--- src/psc_pkg.sv ---
`default_nettype none

package psc_pkg;

	// Converter resolution; raw words are masked to this many low bits.
	localparam int ADC_BITS = 24;
	localparam int RAW_W = 24;
	localparam logic [RAW_W-1:0] ADC_MASK = RAW_W'((64'd1 << ADC_BITS) - 64'd1);

	localparam int CAL_W = 16;
	localparam int CFG_IDX_W = 3;

	localparam int TEMP_OUT_W = 19;
	localparam int PRES_OUT_W = 32;

	// Internal widths of the values handed from the temperature half to the pressure half.
	localparam int TC_W = 20;
	localparam int OFF_W = 41;
	localparam int SENS_W = 40;

	typedef enum logic [CFG_IDX_W-1:0] {
		REG_C1 = 3'd0,
		REG_C2 = 3'd1,
		REG_C3 = 3'd2,
		REG_C4 = 3'd3,
		REG_C5 = 3'd4,
		REG_C6 = 3'd5
	} cfg_reg_t;

	typedef struct packed {
		logic [CAL_W-1:0] c1;
		logic [CAL_W-1:0] c2;
		logic [CAL_W-1:0] c3;
		logic [CAL_W-1:0] c4;
		logic [CAL_W-1:0] c5;
		logic [CAL_W-1:0] c6;
	} cal_t;

	typedef struct packed {
		logic valid;
		logic [RAW_W-1:0] d1;
		logic signed [TC_W-1:0] temp;
		logic signed [OFF_W-1:0] off;
		logic signed [SENS_W-1:0] sens;
	} mid_t;

endpackage

`default_nettype wire

--- src/psc_press_stage.sv ---
`default_nettype none

module psc_press_stage import psc_pkg::*; (
	input logic clk,
	input logic arst_n,
	input mid_t mid,
	output logic done,
	output logic signed [TEMP_OUT_W-1:0] temperature_centi,
	output logic signed [PRES_OUT_W-1:0] pressure_pa
);

	localparam int LO_W = 20;
	localparam int HI_W = SENS_W - LO_W;
	localparam int PP_LO_W = RAW_W + LO_W;
	localparam int PP_HI_W = RAW_W + 1 + HI_W;
	localparam int PROD_W = 64;
	localparam int PROD_SHIFT = 21;
	localparam int P_SHIFT = 15;
	localparam int DIFF_W = PROD_W - PROD_SHIFT + 1;
	localparam logic signed [DIFF_W-1:0] P_HI =
		{{(DIFF_W - PRES_OUT_W + 1){1'b0}}, {(PRES_OUT_W - 1){1'b1}}};
	localparam logic signed [DIFF_W-1:0] P_LO = ~P_HI;
	localparam logic signed [TC_W-1:0] T_HI =
		{{(TC_W - TEMP_OUT_W + 1){1'b0}}, {(TEMP_OUT_W - 1){1'b1}}};
	localparam logic signed [TC_W-1:0] T_LO = ~T_HI;

	// Stage 7: D1 times sensitivity as two partial products.
	logic valid_s7;
	logic [PP_LO_W-1:0] pp_lo_s7;
	logic signed [PP_HI_W-1:0] pp_hi_s7;
	logic signed [OFF_W-1:0] off_s7;
	logic signed [TC_W-1:0] temp_s7;

	always_ff @(posedge clk or negedge arst_n) begin
		if (!arst_n) begin
			valid_s7 <= 1'b0;
		end else begin
			valid_s7 <= mid.valid;
		end
	end

	always_ff @(posedge clk) begin
		pp_lo_s7 <= PP_LO_W'(mid.d1) * PP_LO_W'(mid.sens[LO_W-1:0]);
		pp_hi_s7 <= $signed({1'b0, mid.d1}) * $signed(mid.sens[SENS_W-1:LO_W]);
		off_s7 <= mid.off;
		temp_s7 <= mid.temp;
	end

	// Stage 8: recombine the full product.
	logic valid_s8;
	logic signed [PROD_W-1:0] prod_s8;
	logic signed [OFF_W-1:0] off_s8;
	logic signed [TC_W-1:0] temp_s8;

	always_ff @(posedge clk or negedge arst_n) begin
		if (!arst_n) begin
			valid_s8 <= 1'b0;
		end else begin
			valid_s8 <= valid_s7;
		end
	end

	always_ff @(posedge clk) begin
		prod_s8 <= (PROD_W'(pp_hi_s7) <<< LO_W)
			+ $signed({{(PROD_W - PP_LO_W){1'b0}}, pp_lo_s7});
		off_s8 <= off_s7;
		temp_s8 <= temp_s7;
	end

	// Stage 9: pressure, then saturation of both results.
	logic signed [DIFF_W-1:0] diff_c;
	logic signed [DIFF_W-1:0] p_c;
	logic signed [PRES_OUT_W-1:0] p_sat_c;
	logic signed [TEMP_OUT_W-1:0] t_sat_c;

	assign diff_c = DIFF_W'(prod_s8 >>> PROD_SHIFT) - DIFF_W'(off_s8);
	assign p_c = diff_c >>> P_SHIFT;

	always_comb begin
		if (p_c > P_HI) begin
			p_sat_c = P_HI[PRES_OUT_W-1:0];
		end else if (p_c < P_LO) begin
			p_sat_c = P_LO[PRES_OUT_W-1:0];
		end else begin
			p_sat_c = p_c[PRES_OUT_W-1:0];
		end
		if (temp_s8 > T_HI) begin
			t_sat_c = T_HI[TEMP_OUT_W-1:0];
		end else if (temp_s8 < T_LO) begin
			t_sat_c = T_LO[TEMP_OUT_W-1:0];
		end else begin
			t_sat_c = temp_s8[TEMP_OUT_W-1:0];
		end
	end

	logic done_s9;
	logic signed [TEMP_OUT_W-1:0] temp_out_s9;
	logic signed [PRES_OUT_W-1:0] pres_out_s9;

	always_ff @(posedge clk or negedge arst_n) begin
		if (!arst_n) begin
			done_s9 <= 1'b0;
		end else begin
			done_s9 <= valid_s8;
		end
	end

	always_ff @(posedge clk) begin
		temp_out_s9 <= t_sat_c;
		pres_out_s9 <= p_sat_c;
	end

	assign done = done_s9;
	assign temperature_centi = temp_out_s9;
	assign pressure_pa = pres_out_s9;

`ifndef SYNTHESIS
	a_latency: assert property (@(posedge clk) disable iff (!arst_n)
		done_s9 == $past(mid.valid, 3))
		else $error("result strobe out of step with the pipeline");

	a_zero_d1: assert property (@(posedge clk) disable iff (!arst_n)
		mid.valid && (mid.d1 == '0) |=> ##1 prod_s8 == '0)
		else $error("partial products do not recombine for zero pressure word");

	a_zero_sens: assert property (@(posedge clk) disable iff (!arst_n)
		mid.valid && (mid.sens == '0) |=> ##1 prod_s8 == '0)
		else $error("partial products do not recombine for zero sensitivity");
`endif

endmodule

`default_nettype wire

--- config.mk ---
export PLATFORM = sky130hd
export DESIGN_NAME = psc_press_stage
export DESIGN_NICKNAME = d
export VERILOG_FILES = /design/src/psc_pkg.sv /design/src/psc_press_stage.sv
export SDC_FILE = /design/constraint.sdc
export NUM_CORES = 2
export LEC_CHECK = 0
export BUFFER_PORTS_ARGS = -buffer_cell sky130_fd_sc_hd__buf_2
export CORE_ASPECT_RATIO = 0.7
export CORE_MARGIN = 3
export CORE_UTILIZATION = 45
export DETAILED_ROUTE_END_ITERATION = 10
export GPL_TIMING_DRIVEN = 0
export PLACE_DENSITY = 0.6
export REMOVE_ABC_BUFFERS = 1
export SETUP_SLACK_MARGIN = 0.5
export SLEW_MARGIN = 40
export SYNTH_ARGS = -nofsm -noshare
export SYNTH_HDL_FRONTEND = slang
export SYNTH_SLANG_ARGS = --single-unit
--- constraint.sdc ---
create_clock -name clk -period 2.5 [get_ports clk]
set_clock_uncertainty 0.05 [all_clocks]
set_input_delay 0.25 -clock clk [delete_from_list [all_inputs] [get_ports clk]]
set_output_delay 0.25 -clock clk [all_outputs]
set_load 0.1 [all_outputs]
* Word level (Yosys, flattened, before mapping) *
Index checks and enable logic that the tools add are counted.

cells by class
  add/subtract/negate cells = 2
  multipliers = 2
  order comparisons = 4
  multiplexer cells = 2

operators by type and width
  operator              count
  $add 64x45->64        1
  $mul 24x20->44        1
  $mul 25x20->44        1
  $sub 43x41->44        1
  $gt 29x32->1 const B  1
  $lt 29x32->1 const B  1
  $mux 32               1
  $gt 20x19->1 const B  1
  $lt 20x19->1 const B  1
  $mux 19               1

word-level totals
  bits in registers = 328
  output and inout port bits = 52
  logic and storage cells = 22

* Longest topological paths before layout *
  depth in word-level cells = 3
  gate-level depth with buffers = 26
  gate-level depth less buffers = 25

* Worst setup path after synthesis *
OpenSTA, ideal clock, no wires.

  kind = input-to-reg
  start point = input mid[31] (netlist bit)
  end point = register pp_hi_s7[41]
  setup time = 72 ps
  arrival = 6441 ps
  setup slack = -4063 ps
  stages on the path = 24
  cell sequence = clkbuf_1 -> nand2_1 -> fa_1 -> inv_1 -> fa_1 -> inv_1 -> fa_1 -> inv_1 -> fa_1 -> fa_1 -> fa_1 -> inv_1 -> fa_1 -> inv_1 -> ha_1 -> and3_1 -> a221o_1 -> a31o_1 -> a21o_1 -> a22o_1 -> a31oi_1 -> nand2_1 -> a221oi_2 -> xnor2_1

on the way
  word-level cells in the longest chain between the ends = 1

RTL lines
  item                  line                   RTL
  start, declared       psc_press_stage.sv:6   input mid_t mid,
  $mul 25x20->44        psc_press_stage.sv:44  pp_hi_s7 <= $signed({1'b0, mid.d1}) * $signed(mid.sens[SENS_W-1:LO_W]);
  end signal, assigned  psc_press_stage.sv:44
  end, declared         psc_press_stage.sv:30  logic signed [PP_HI_W-1:0] pp_hi_s7;

Every way passes these cells.
A chain may end at the register's enable or synchronous reset.

* Final worst setup path *
  start point = input mid[108] (netlist bit)
  end point = register pp_lo_s7[43]

on the way
  word-level cells in the longest chain between the ends = 1

RTL lines
  item                  line                   RTL
  $mul 24x20->44        psc_press_stage.sv:43  pp_lo_s7 <= PP_LO_W'(mid.d1) * PP_LO_W'(mid.sens[LO_W-1:0]);
  end signal, assigned  psc_press_stage.sv:43
  end, declared         psc_press_stage.sv:29  logic [PP_LO_W-1:0] pp_lo_s7;

Every way passes these cells.

==> flow_summary.ini <==
[worst_setup_path]
timing.critical_path.buf_inv = 5
crit_path_cell_trace = buf_16, and2_4, fa_2, inv_2, fa_2, fa_1, fa_1, inv_2, fa_2, fa_1, inv_1, fa_1, inv_2, ha_4, and3_4, nand3_2, or3_4, nand3_4, nand4_1, a21oi_2, nor2_2, o211ai_1
cp.required_ps = 2850
worst_r2r_endpoint = pressure_pa[26]
worstSetupStartpointType = input port
kind_of_cell_adding_the_most_delay_to_the_critical_path = adder cells
slowest_cell_on_crit_path = o211ai_1
rr_startpoint = off_s8[20]
critPathCaptureType = flip-flop
timing.reg2reg.worst_path_depth = 13
crit_top_cell = fa_1
worstPathArrival_ps = 6690
crit_path_max_fo = 5
reg2reg_slack_ps = -490
crit_type = in2reg
critPathMaxStageDelay_ps = 630

[clock_network]
cts-htree-levels = 1
cts-root-buf = clkbuf_16
cts.clk_slew.worst_paths_ps = 60
cts-root-to-sink-buffers = 3
cts-buffers-inserted = 29
clock_latency_of_the_later_clocked_register_in_the_worst_skew_pair_ps = 580
clock-sinks = 285
tritoncts = yes

[global_route]
groute.usage.overall_pct = 28.0
aggregate_global_routing_overflow = 0
grt_pass1_vias = 32200
grt_max_degree = 41
grt_antenna_before_repair = 15
grt_pass1_wl_um = 198000

[floorplan]
start_util_pct = 45.5
design.die.area_sq_um = 93000
die_y_um = 256
design.core.area_sq_um = 88200
pin_count = 180
dieWidth_um = 363
rows = 91

[logic_synthesis]
mappedNetlistArea_sq_um = 40200
synth-edff-count = 0
synth.area.top_cells = fa_1, dfxtp_1, ha_1
synth-seq-cells = 285
synth-seq-area-share_pct = 14.2
synthDominantCellAreaShare_pct = 39.1
predominant_post_synthesis_flop_cell = dfxtp_1
post-synth-top-area-cell = fa_1
post_synth_inst_count = 4314
synth.avg_cell_area_sq_um = 9.31
synthesis.yosys.warnings = 0
synthArstFlopShare_pct = 1.05
synth.distinct_cells = 78

[timing]
relSlewSlack_pct = 49.2
post-route-worst-setup-slack_ps = -3840
hold_ws_ps = 80.5
finalCriticalPeriod_ps = 6340
final-setup-viol-count = 100
layout_worst_path_cycle_share_pct = 254
rsz0062_at_grt = true
timing_hold_violations_final = 0
worstMarginPinSlew_ps = 758
final-max-slew-violation-count = 0
max_freq_mhz = 158

[layout]
area_growth_syn_to_layout_pct = 27.5
nets = 5947
drive_gt1_share_pct = 22.1

[place]
gp_congestion = 0.855
place_hpwl_um = 76100
io_buffer_count = 179

[hold_path]
hold-path-endpoint = pp_hi_s7[1]
min-delay-path-class = in2reg
timing.hold.worst_path_depth = 3
hold_start = mid[102]

[routing]
drt_pre_antenna_iters = 6
via_per_inst = 5.31
first_iter_violations = 2536
vias = 31000
route.antenna.remaining_nets = 0
routedWlPerCell_um = 22.9
postRouteWirelength_um = 133000
drc = 0

[run_status]
violations = setup timing
run_status = complete, but fails checks

[run]
max-cap-violations = 0
==> per-stage QoR <==
stage | TNS (ps) | std cells | instance area [sq um] | utilization, % | worst slack, ps
after CTS | -190420 | 5759 | 49500 | 56.1 | -3580
after global routing | -208820 | 5826 | 51200 | 58.0 | -3810
after detailed placement | -293440 | 5459 | 41900 | 47.4 | -5250
final | -199720 | 5831 | 51200 | 58.1 | -3840
after floorplan | -192080 | 4117 | 39400 | - | -3820
after global placement | -317080 | 5458 | 41800 | 47.3 | -6180
==> layout by cell type (no fill, tap or decap), drive strengths merged, types with 6 or more instances in the layout <==
cell type,instances
o21bai,8
nand2b,28
dfxtp,282
nor2b,10
a21o,67
bufbuf,24
clkbuf,59
xor2,45
xnor2,79
o21ai,70
nand4,16
nor4,6
fa,785
nor3,21
clkinv,7
or3,6
o21a,8
inv,916
ha,392
a21oi,104
and2,472
and3,25
buf,388
nand2,544
nand3,35
dlygate4sd3,65
nor2,102
a31oi,12
==> logic make-up (layout without fill, tap and decap cells) <==
kind of cell / count (synthesis) / count (layout) / synth area share, %
xor gates and xnor gates: 124 / 124 / 2.70
adders and majority gates: 1177 / 1177 / 51.3
muxes: 3 / 3 / 0.0779
and+or+nand+nor: 1286 / 1286 / 15.9
AOI/OAI and AO/OA: 327 / 328 / 5.31
other: 0 / 5 / 0
buffers and inverters: 1112 / 1461 / 10.4
DFF: 285 / 285 / 14.2
==> sequential cells by signal, indices dropped and copies added, names as in the netlist <==
register	count
pp_hi_s7	44
prod_s8	43
off_s7	41
off_s8	41
pressure_pa	30
pp_lo_s7	24
temp_s7	20
temp_s8	20
temperature_centi	19
done	1
valid_s7	1
valid_s8	1
==> layer usage <==
metal  track usage (%)  routed length [um]  vias up
met1              41.2               57700    15700
met2              40.0               54200     1510
li1                  -                   -    13600
met4              5.50                3420        4
met5                 0                 127        -
met3              9.68               17800      197
==> cell usage after synthesis (21+ instances only) <==
| cell | number |
|---|---|
| inv_1 | 915 |
| nand2_1 | 544 |
| nand2b_1 | 28 |
| a21o_1 | 66 |
| xnor2_1 | 79 |
| and2_1 | 472 |
| clkbuf_1 | 192 |
| nor3_1 | 21 |
| fa_1 | 785 |
| ha_1 | 392 |
| nor2_1 | 102 |
| nand3_1 | 35 |
| a21oi_1 | 103 |
| and3_1 | 25 |
| xor2_1 | 45 |
| o21ai_0 | 65 |
| dfxtp_1 | 282 |
==> tightest hold or removal path: stages <==
cell and delay (ps):
buf_16 140, and2_1 140, ha_1 130
==> timing repair <==
action	in CTS	in global routing
endpoints found under the setup margin	128	127
buffers inserted	131	52
hold buffers	65	0
hold endpoints to repair	66	0
gates cloned	51	15
resized for setup	795	247
pin swaps	302	207
==> area by class of cell <==
class | instances | area [sq um]
fill | 7397 | 37000
multi-input combinational | 2918 | 33300
clock inverter | 10 | 96.3
antenna | 5 | 12.5
clock buffer | 43 | 828
sequential | 285 | 5770
timing repair buffer | 493 | 6280
tap | 1162 | 1450
inverter | 915 | 3440
==> how the worst max path moves through the flow <==
stage | cells past startpoint | slack (ps) | endpoint | start
after floorplan | 22 | -3820 | pp_hi_s7[41] | mid[28]
after global routing | 25 | -3810 | pp_lo_s7[36] | mid[106]
after global placement | 22 | -6180 | pp_lo_s7[42] | mid[107]
after CTS | 22 | -3580 | pp_lo_s7[43] | mid[10]
after detailed placement | 22 | -5250 | pp_lo_s7[40] | mid[107]
final | 22 | -3840 | pp_lo_s7[43] | mid[108]
Power is not shown: default switching activity piles up to over one toggle a cycle in this logic, so the estimate is an artifact.
