[config.mk]
export PLATFORM = sky130hd
export DESIGN_NAME = psc_cfg_regs
export DESIGN_NICKNAME = d
export VERILOG_FILES = /design/src/psc_pkg.sv /design/src/psc_cfg_regs.sv
export SDC_FILE = /design/constraint.sdc
export NUM_CORES = 1
export LEC_CHECK = 0
export ABC_AREA = 1
export BUFFER_PORTS_ARGS = -buffer_cell sky130_fd_sc_hd__buf_2
export CAP_MARGIN = 20
export CORE_ASPECT_RATIO = 1.1
export CORE_MARGIN = 2
export CORE_UTILIZATION = 39
export DETAILED_ROUTE_END_ITERATION = 16
export SLEW_MARGIN = 20
export SYNTH_ARGS = -nofsm -noshare
export SYNTH_HDL_FRONTEND = slang
export SYNTH_SLANG_ARGS = --single-unit
[constraint.sdc]
create_clock -name clk -period 0.8 [get_ports clk]
set_input_delay 0.24 -clock clk [delete_from_list [all_inputs] [get_ports clk]]
set_output_delay 0.24 -clock clk [all_outputs]
set_load 0.01 [all_outputs]
[src/psc_pkg.sv]
`default_nettype none

package psc_pkg;

	// Converter resolution; raw words are masked to this many low bits.
	localparam int ADC_BITS = 24;
	localparam int RAW_W = 24;
	localparam logic [RAW_W-1:0] ADC_MASK = RAW_W'((64'd1 << ADC_BITS) - 64'd1);

	localparam int CAL_W = 16;
	localparam int CFG_IDX_W = 3;

	localparam int TEMP_OUT_W = 19;
	localparam int PRES_OUT_W = 32;

	// Internal widths of the values handed from the temperature half to the pressure half.
	localparam int TC_W = 20;
	localparam int OFF_W = 41;
	localparam int SENS_W = 40;

	typedef enum logic [CFG_IDX_W-1:0] {
		REG_C1 = 3'd0,
		REG_C2 = 3'd1,
		REG_C3 = 3'd2,
		REG_C4 = 3'd3,
		REG_C5 = 3'd4,
		REG_C6 = 3'd5
	} cfg_reg_t;

	typedef struct packed {
		logic [CAL_W-1:0] c1;
		logic [CAL_W-1:0] c2;
		logic [CAL_W-1:0] c3;
		logic [CAL_W-1:0] c4;
		logic [CAL_W-1:0] c5;
		logic [CAL_W-1:0] c6;
	} cal_t;

	typedef struct packed {
		logic valid;
		logic [RAW_W-1:0] d1;
		logic signed [TC_W-1:0] temp;
		logic signed [OFF_W-1:0] off;
		logic signed [SENS_W-1:0] sens;
	} mid_t;

endpackage

`default_nettype wire

[src/psc_cfg_regs.sv]
`default_nettype none

module psc_cfg_regs import psc_pkg::*; (
	input logic clk,
	input logic arst_n,
	input logic cfg_we,
	input logic [CFG_IDX_W-1:0] cfg_index,
	input logic [CAL_W-1:0] cfg_wdata,
	output cal_t cal
);

	cal_t cal_q;

	always_ff @(posedge clk or negedge arst_n) begin
		if (!arst_n) begin
			cal_q <= '0;
		end else if (cfg_we) begin
			case (cfg_index)
				REG_C1: begin
					cal_q.c1 <= cfg_wdata;
				end
				REG_C2: begin
					cal_q.c2 <= cfg_wdata;
				end
				REG_C3: begin
					cal_q.c3 <= cfg_wdata;
				end
				REG_C4: begin
					cal_q.c4 <= cfg_wdata;
				end
				REG_C5: begin
					cal_q.c5 <= cfg_wdata;
				end
				REG_C6: begin
					cal_q.c6 <= cfg_wdata;
				end
				default: begin
					cal_q <= cal_q;
				end
			endcase
		end
	end

	assign cal = cal_q;

endmodule

`default_nettype wire

* Yosys cells after proc, flatten, opt, wreduce, memory -nomap -nowiden
Index checks and enable logic that the tools add are counted.
Storage, ports and cells: bits in registers 96, input bits 22, output and inout port bits 96, word-level logic and storage cells 18
Cells by class: equal/unequal tests 5, reductions and logical operators 7
Operators by type and width (number):
- AND reduction 2 bit | 6
- equality test 3 x 2 -> 1 bit (second input constant) | 2
- equality test 3 bit (second input constant) | 2
- equality test 3 x 1 -> 1 bit (second input constant) | 1
- logical NOT 3 bit | 1

* Longest topological paths before layout
Gate-level depths: netlist (run 1).
word-level depth 2, mapped depth 6, gate-level depth less buffers 5

* Least setup slack after synthesis (run 1)
Ideal clock, no wire load.
path type input port to flip-flop, start point input cfg_we, end point register cal_q, in the netlist cal[37], setup time 0.116 ns, arrival 0.900 ns, required time 0.684 ns, setup slack -0.216 ns, cell stages on the path 6, buffers on the path 1, cells stage by stage inv_1 -> nor2_2 -> nand2_1 -> buf_2 -> nand2_1 -> nand2_1
On the way: cells in the longest elaborated chain, start to end 1
RTL lines:
- from (decl) | line psc_cfg_regs.sv:6 | input logic cfg_we,
- AND reduction 2 bit (no source line)
- to (signal assigned) | line psc_cfg_regs.sv:38 | cal_q <= cal_q;
- to (decl) | line psc_cfg_regs.sv:12 | cal_t cal_q;
No other way between the ends. A chain may end at the register's enable or synchronous reset.

* Final worst setup path (run 1)
start point register cal_q, in the netlist cal[54], end point output cal[54] (netlist bit)
RTL lines:
- to (decl) | line psc_cfg_regs.sv:9 | output cal_t cal
No word-level cell between the ends.

==> results of run 1 <==
[area by class of cell]
class	instances	area, um2	share of cell area [%]
well taps	117	146.4	2.681
multi-input cells	304	1304	23.88
clock inverters	4	53.80	0.9853
repair buffers	199	1376	25.21
flip-flops and latches	96	2402	44.00
clock buffers	12	145.1	2.658
inverters	6	32.53	0.5958
[Yosys cell counts]
master / count / area, um2
nand2_1: 232 / 870.8
dfrtp_1: 96 / 2402
nand3_1: 64 / 320.3
buf_2: 13 / 65.06
nor2_2: 4 / 25.02
buf_4: 3 / 22.52
clkbuf_1: 3 / 11.26
inv_1: 3 / 11.26
inv_2: 3 / 11.26
nand2_2: 2 / 12.51
nor2_4: 2 / 22.52
[worst reg2reg max path: stages, from the launching register on]
cell	delay, ps
dfrtp_1	400
buf_4	140
buf_4	120
nand2_1	60
nand2_1	50
[worst max path at each step]
stage,depth (start not counted),slack [ps],endpoint
floorplan,6,-110,cal[69]$_DFFE_PN0P_
global placement,6,-370,cal[64]$_DFFE_PN0P_
detailed placement,6,-450,cal[65]$_DFFE_PN0P_
CTS,1,-380,cal[55]
global route,1,-400,cal[55]
finish,1,-370,cal[54]
[power groups by stage]
stage	clock network, W	registers [W]	logic [W]
6_report	0.00320	0.00631	0.00378
5_1_grt	0.00347	0.00640	0.00417
4_1_cts	0.00327	0.00627	0.00331
3_5_place_dp	0	0.00637	0.00282
3_3_place_gp	0	0.00636	0.00274
2_1_floorplan	0	0.00675	0.000888
[kinds of logic after synthesis]
| group | after synthesis |
|---|---|
| buf+inv | 25 |
| flops | 96 |
| simple gates | 304 |
[through the flow]
step / utilization [%] / std cells
2_1_floorplan: - / 425
3_3_place_gp: 49.78 / 660
3_5_place_dp: 49.78 / 660
4_1_cts: 55.17 / 711
5_1_grt: 58.10 / 738
6_report: 58.10 / 738
[per-layer routing]
metal | wire length [um] | vias to the layer above | share of wire, % | GRT usage (%)
li1 | - | 1709 | - | -
met1 | 4855 | 1648 | 44 | 30.60
met2 | 5107 | 150 | 46 | 32.61
met3 | 942 | 8 | 8.6 | 5.411
met4 | 89 | 0 | 0.81 | 4.464
met5 | 0 | - | 0 | 0
[timing repair]
item | CTS | global route
pin swaps | 1 | 4
endpoints found under the hold margin | 73 | 0
setup endpoints to repair | 130 | 134
setup buffers | 34 | 30
gates resized for setup | 6 | 16
hold buffers | 1 | 0
==> run summary, run 1 <==
slowest CP cell = dfrtp_1
Hold WC Path Type = primary input to flip-flop
largest net degree at the start of global routing = 33
most frequent cells in the layout = nand2_1, buf_2, dfrtp_1
vias per inst = 4.763
total power = 0.01328 W
reg-to-reg setup timing slack = -70 ps
I/O Buffers = 117
power per cell area = 2432 nW/um2
Ys Warns = 0
Core Area = 9398 um2
Synth Register Bits = 96
Total Routed Length = 11000 um
VDD IR max = 0.0008977 V
Routed wire per std cell = 14.90 um
number of flip-flops in the largest register = 96
largest family of logic cells by synthesized area = simple AND/OR/NAND/NOR gates
Final min period = 1172 ps
R2R depth = 4
Max-slew headroom = 85.11%
RSZ-0062 raised after global routing = yes
max incr delay on CP = 420 ps
root buffer cell = clkbuf_8
Startpoint Class = flip-flop
critical path arrival = 930 ps
antenna-violating nets left = 0
H-tree depth = 3
GPL Wtd Cong = 0.7731
insertion delay of the later-clocked pin in the worst-skew pair = 350 ps
Syn Area/Cell = 8.882 um2
Seq/Total Area, Yosys = 63.64%
first-pass GRT wire length = 17290 um
share of power burned in registers = 47.5%
Clock transition at path regs = 90 ps
critical path's top delay family = flip-flops
switch share = 30.63%
Via Count = 3515
initial antenna violation count = 0
Area Overhead vs Synth = 44.65%
worst flop-to-flop path endpoint = cal[57]$_DFFE_PN0P_
Setup violations, final = 104
failing checks = setup timing
DRT iter0 DRCs = 134
maximum number of buffers from clock root to sink = 2
Sum Neg Setup Slack = -32020 ps
Compound-Gate Fraction of Synth Area = 0%
total congestion overflow = 0
Rows = 37
critical path class = flip-flop to output pin
f_max = 0.8531 GHz
Crit. End Element = output pin
Switching Power = 0.004068 W
Fin. Hold Viols = 0
CTS tree = yes
max-slew violation count = 0
Slew @ Worst Pin = 223.3 ps
status = complete, but fails checks
Req. time, crit path = 560 ps
XOR/XNOR share of the synthesized area = 0%
Post-DP HPWL = 7422 um
worst hold start = cfg_wdata[1]
hold path cells = 3
Initial Util = 40.17%
synthesized-area fraction occupied by adder cells = 0%
Die X = 97.81 um
skew final = 0 ps
post-synth cell types = 11
post-synthesis cell count = 425
share of layout cells above drive strength 1 = 37.52%
drt pass-1 iters = 4
Logic pwr share = 28.4%
Mapped Nets = 447
CTS Buf Count = 9
Sink Count = 96
pre-CTS setup slack = -452.6 ps
crit path from = cal[54]$_DFFE_PN0P_
post-synthesis simple-gate area fraction = 33.15%
Leak = 3.189 nW
clock network fraction of design power = 24.1%
number of global-route vias before repair = 3292
Final period util = 146.5%
Bufs and invs on worst path = 1
Int Power = 0.009212 W
Die ar. = 10480 um2
Final #Nets = 638
hold endpoint = cal[1]$_DFFE_PN0P_
most common cell after layout, fill and taps aside = nand2_1
Max-Cap Viols = 0
DR DRC count = 0
# fillers = 878
hold_ws = 176.7 ps
Ports = 118
critical-path cell list = buf_2
worst setup margin = -372.2 ps
Ant. Diodes = 0
RR Startpoint = cal[57]$_DFFE_PN0P_
synthesized cell area = 3775 um2
Die Ht = 107.2 um
placed inst area = 4678 um2
maximum fanout along the worst path = 2
All-Layer GR Usage = 21.18%
mux cell area share after synthesis = 0%
cell area after layout = 5460 um2
Power figures use the tool's default switching activity.
==> run 2, diff against run 1 <==
--- a/config.mk
+++ b/config.mk
@@ -10,8 +10,10 @@
 export CAP_MARGIN = 20
 export CORE_ASPECT_RATIO = 1.1
 export CORE_MARGIN = 2
-export CORE_UTILIZATION = 39
+export CORE_UTILIZATION = 40
 export DETAILED_ROUTE_END_ITERATION = 16
+export GPL_ROUTABILITY_DRIVEN = 0
+export PLACE_DENSITY = 0.65
 export SLEW_MARGIN = 20
 export SYNTH_ARGS = -nofsm -noshare
 export SYNTH_HDL_FRONTEND = slang
==> run 2 against run 1 <==
  * The flow still finishes with violations (setup timing)
  * Critical path depth unchanged
  * Maximum frequency increased by 0.89%
  * Sequential power about the same
  * Via count increased by 0.74%
  * Routed wire length decreased by 1.8%
  * Global-route usage increased by 0.44 points
  * Non-clock buffer count decreased by 9
  * Worst hold slack got worse by 7.0 ps
  * Final area decreased by 2.4%
  * Core utilization decreased by 0.53 points
  * Die area decreased by 2.4%
  * Clock skew unchanged
  * Largest cell class unchanged
==> run summary, run 2 (same netlist as run 1, synthesis figures left out) <==
crit path from = cal[65]$_DFFE_PN0P_
maximum number of buffers from clock root to sink = 2 (unchanged)
share of layout cells above drive strength 1 = 37.15% (-0.37 points)
H-tree depth = 3 (unchanged)
RR Startpoint = cal[30]$_DFFE_PN0P_
Rows = 37 (unchanged)
most frequent cells in the layout = nand2_1, buf_2, dfrtp_1
critical path's top delay family = flip-flops
Ant. Diodes = 0 (unchanged)
Total Routed Length = 10800 um (-1.8%)
Hold WC Path Type = primary input to flip-flop
worst hold start = cfg_wdata[13]
failing checks = setup timing
skew final = 0 ps (unchanged)
first-pass GRT wire length = 17530 um (+1.4%)
DRT iter0 DRCs = 186 (+39%)
Layout Cells excl Fill = 728 (-1.4%)
Final period util = 145.2% (-1.3 points)
antenna-violating nets left = 0 (unchanged)
drt pass-1 iters = 5 (+1)
insertion delay of the later-clocked pin in the worst-skew pair = 360 ps (about the same)
Max-Cap Viols = 0 (unchanged)
Setup violations, final = 98 (-5.8%)
DR DRC count = 0 (unchanged)
Ports = 118 (unchanged)
VDD IR max = 0.0009366 V (+4.3%)
status = complete, but fails checks
worst setup margin = -361.9 ps (+10.31 ps)
Die Ht = 105.9 um (-1.2%)
Via Count = 3541 (+0.74%)
Area Overhead vs Synth = 41.20%
I/O Buffers = 117 (unchanged)
CTS Buf Count = 9 (unchanged)
Bufs and invs on worst path = 1 (unchanged)
number of global-route vias before repair = 3400 (+3.3%)
Placed Cells = 662 (+0.30%)
critical path arrival = 920 ps (about the same)
Startpoint Class = flip-flop
max incr delay on CP = 410 ps (about the same)
number of flip-flops in the largest register = 96 (unchanged)
largest net degree at the start of global routing = 33 (unchanged)
most common cell after layout, fill and taps aside = nand2_1
f_max = 0.8607 GHz (+0.89%)
total congestion overflow = 0 (unchanged)
Die ar. = 10230 um2 (-2.4%)
vias per inst = 4.864 (+2.1%)
Core Area = 9259 um2 (-1.5%)
total power = 0.01265 W (-4.8%)
maximum fanout along the worst path = 2 (unchanged)
slowest CP cell = dfrtp_1
CTS tree = yes
Slew @ Worst Pin = 230.1 ps (+6.722 ps)
Die X = 96.63 um (-1.2%)
Routed wire per std cell = 14.83 um (-0.46%)
Crit. End Element = output pin
RSZ-0062 raised after global routing = yes
Fin. Hold Viols = 0 (unchanged)
Leak = 3.132 nW (-1.8%)
root buffer cell = clkbuf_8
max-slew violation count = 0 (unchanged)
Post-DP HPWL = 7368 um (-0.73%)
critical-path cell list = buf_2
Max-slew headroom = 84.66% (-0.45 points)
Clock transition at path regs = 80 ps (about the same)
All-Layer GR Usage = 21.62% (+0.44 points)
critical path class = flip-flop to output pin
initial antenna violation count = 0 (unchanged)
power per cell area = 2373 nW/um2 (-2.4%)
Final #Nets = 630 (-1.3%)
Final min period = 1162 ps (-10.31 ps)
Initial Util = 40.77% (+0.60 points)
Req. time, crit path = 560 ps (about the same)
Sink Count = 96 (unchanged)
==> run 2: final cells by class <==
| cell class | instances | area, um2 |
|---|---|---|
| Clock buffer | 13 | 148.9 |
| Clock inverter | 1 | 5.005 |
| Fill cell | 888 | 3929 |
| Inverter | 6 | 32.53 |
| Multi-Input combinational cell | 305 | 1333 |
| Sequential cell | 96 | 2402 |
| Tap cell | 117 | 146.4 |
| Timing Repair Buffer | 190 | 1262 |
==> run 2: what timing repair did <==
item                                    CTS  global route
gates resized for setup                   2            26
endpoints found under the setup margin   97           162
buffers inserted                         33            27
hold buffers                              1             0
pin swaps                                 0            12
gates cloned                              0             1
hold endpoints to repair                 44             0
==> run 2: power by group <==
group | leakage (nW) | total, W | internal [W] | switching [W]
combinational | 1.85 | 0.00360 | 0.00178 | 0.00182
sequential | 1.21 | 0.00628 | 0.00576 | 0.000523
clock | 0.0794 | 0.00277 | 0.00118 | 0.00159
total | 3.13 | 0.0126 | 0.00871 | 0.00393
==> run 2: path summary, 6_finish.rpt <==
path                                       end  slack, ps  cells after the start
max in group asynchronous  cal[77]$_DFFE_PN0P_         90                      3
hold / removal             cal[13]$_DFFE_PN0P_        170                      3
setup reg to reg           cal[30]$_DFFE_PN0P_        -40                      4
hold reg to reg            cal[91]$_DFFE_PN0P_        470                      2
setup / recovery                       cal[65]       -360                      1
min in group asynchronous  cal[47]$_DFFE_PN0P_        270                      2
==> run 2: through the flow <==
stage / TNS (ps) / hold slack, ps / utilization (%) / setup slack [ps] / area [um2]
floorplan: -7415 / -55.59 / - / -114.2 / 3859
global placement: -32450 / 119.4 / 50.42 / -359.0 / 4668
detailed placement: -34350 / 120.9 / 50.42 / -392.8 / 4668
CTS: -33480 / 160.0 / 54.97 / -374.1 / 5090
global route: -35060 / 171.1 / 57.57 / -396.2 / 5330
finish: -32110 / 169.7 / 57.57 / -361.9 / 5330
==> run 2: layer usage <==
| layer | track usage (%) | vias up | part of all wire, % |
|---|---|---|---|
| li1 | - | 1697 | - |
| met1 | 28.83 | 1702 | 42 |
| met2 | 34.72 | 125 | 49 |
| met3 | 4.443 | 17 | 6.4 |
| met4 | 8.753 | 0 | 2.0 |
| met5 | 0 | - | 0 |
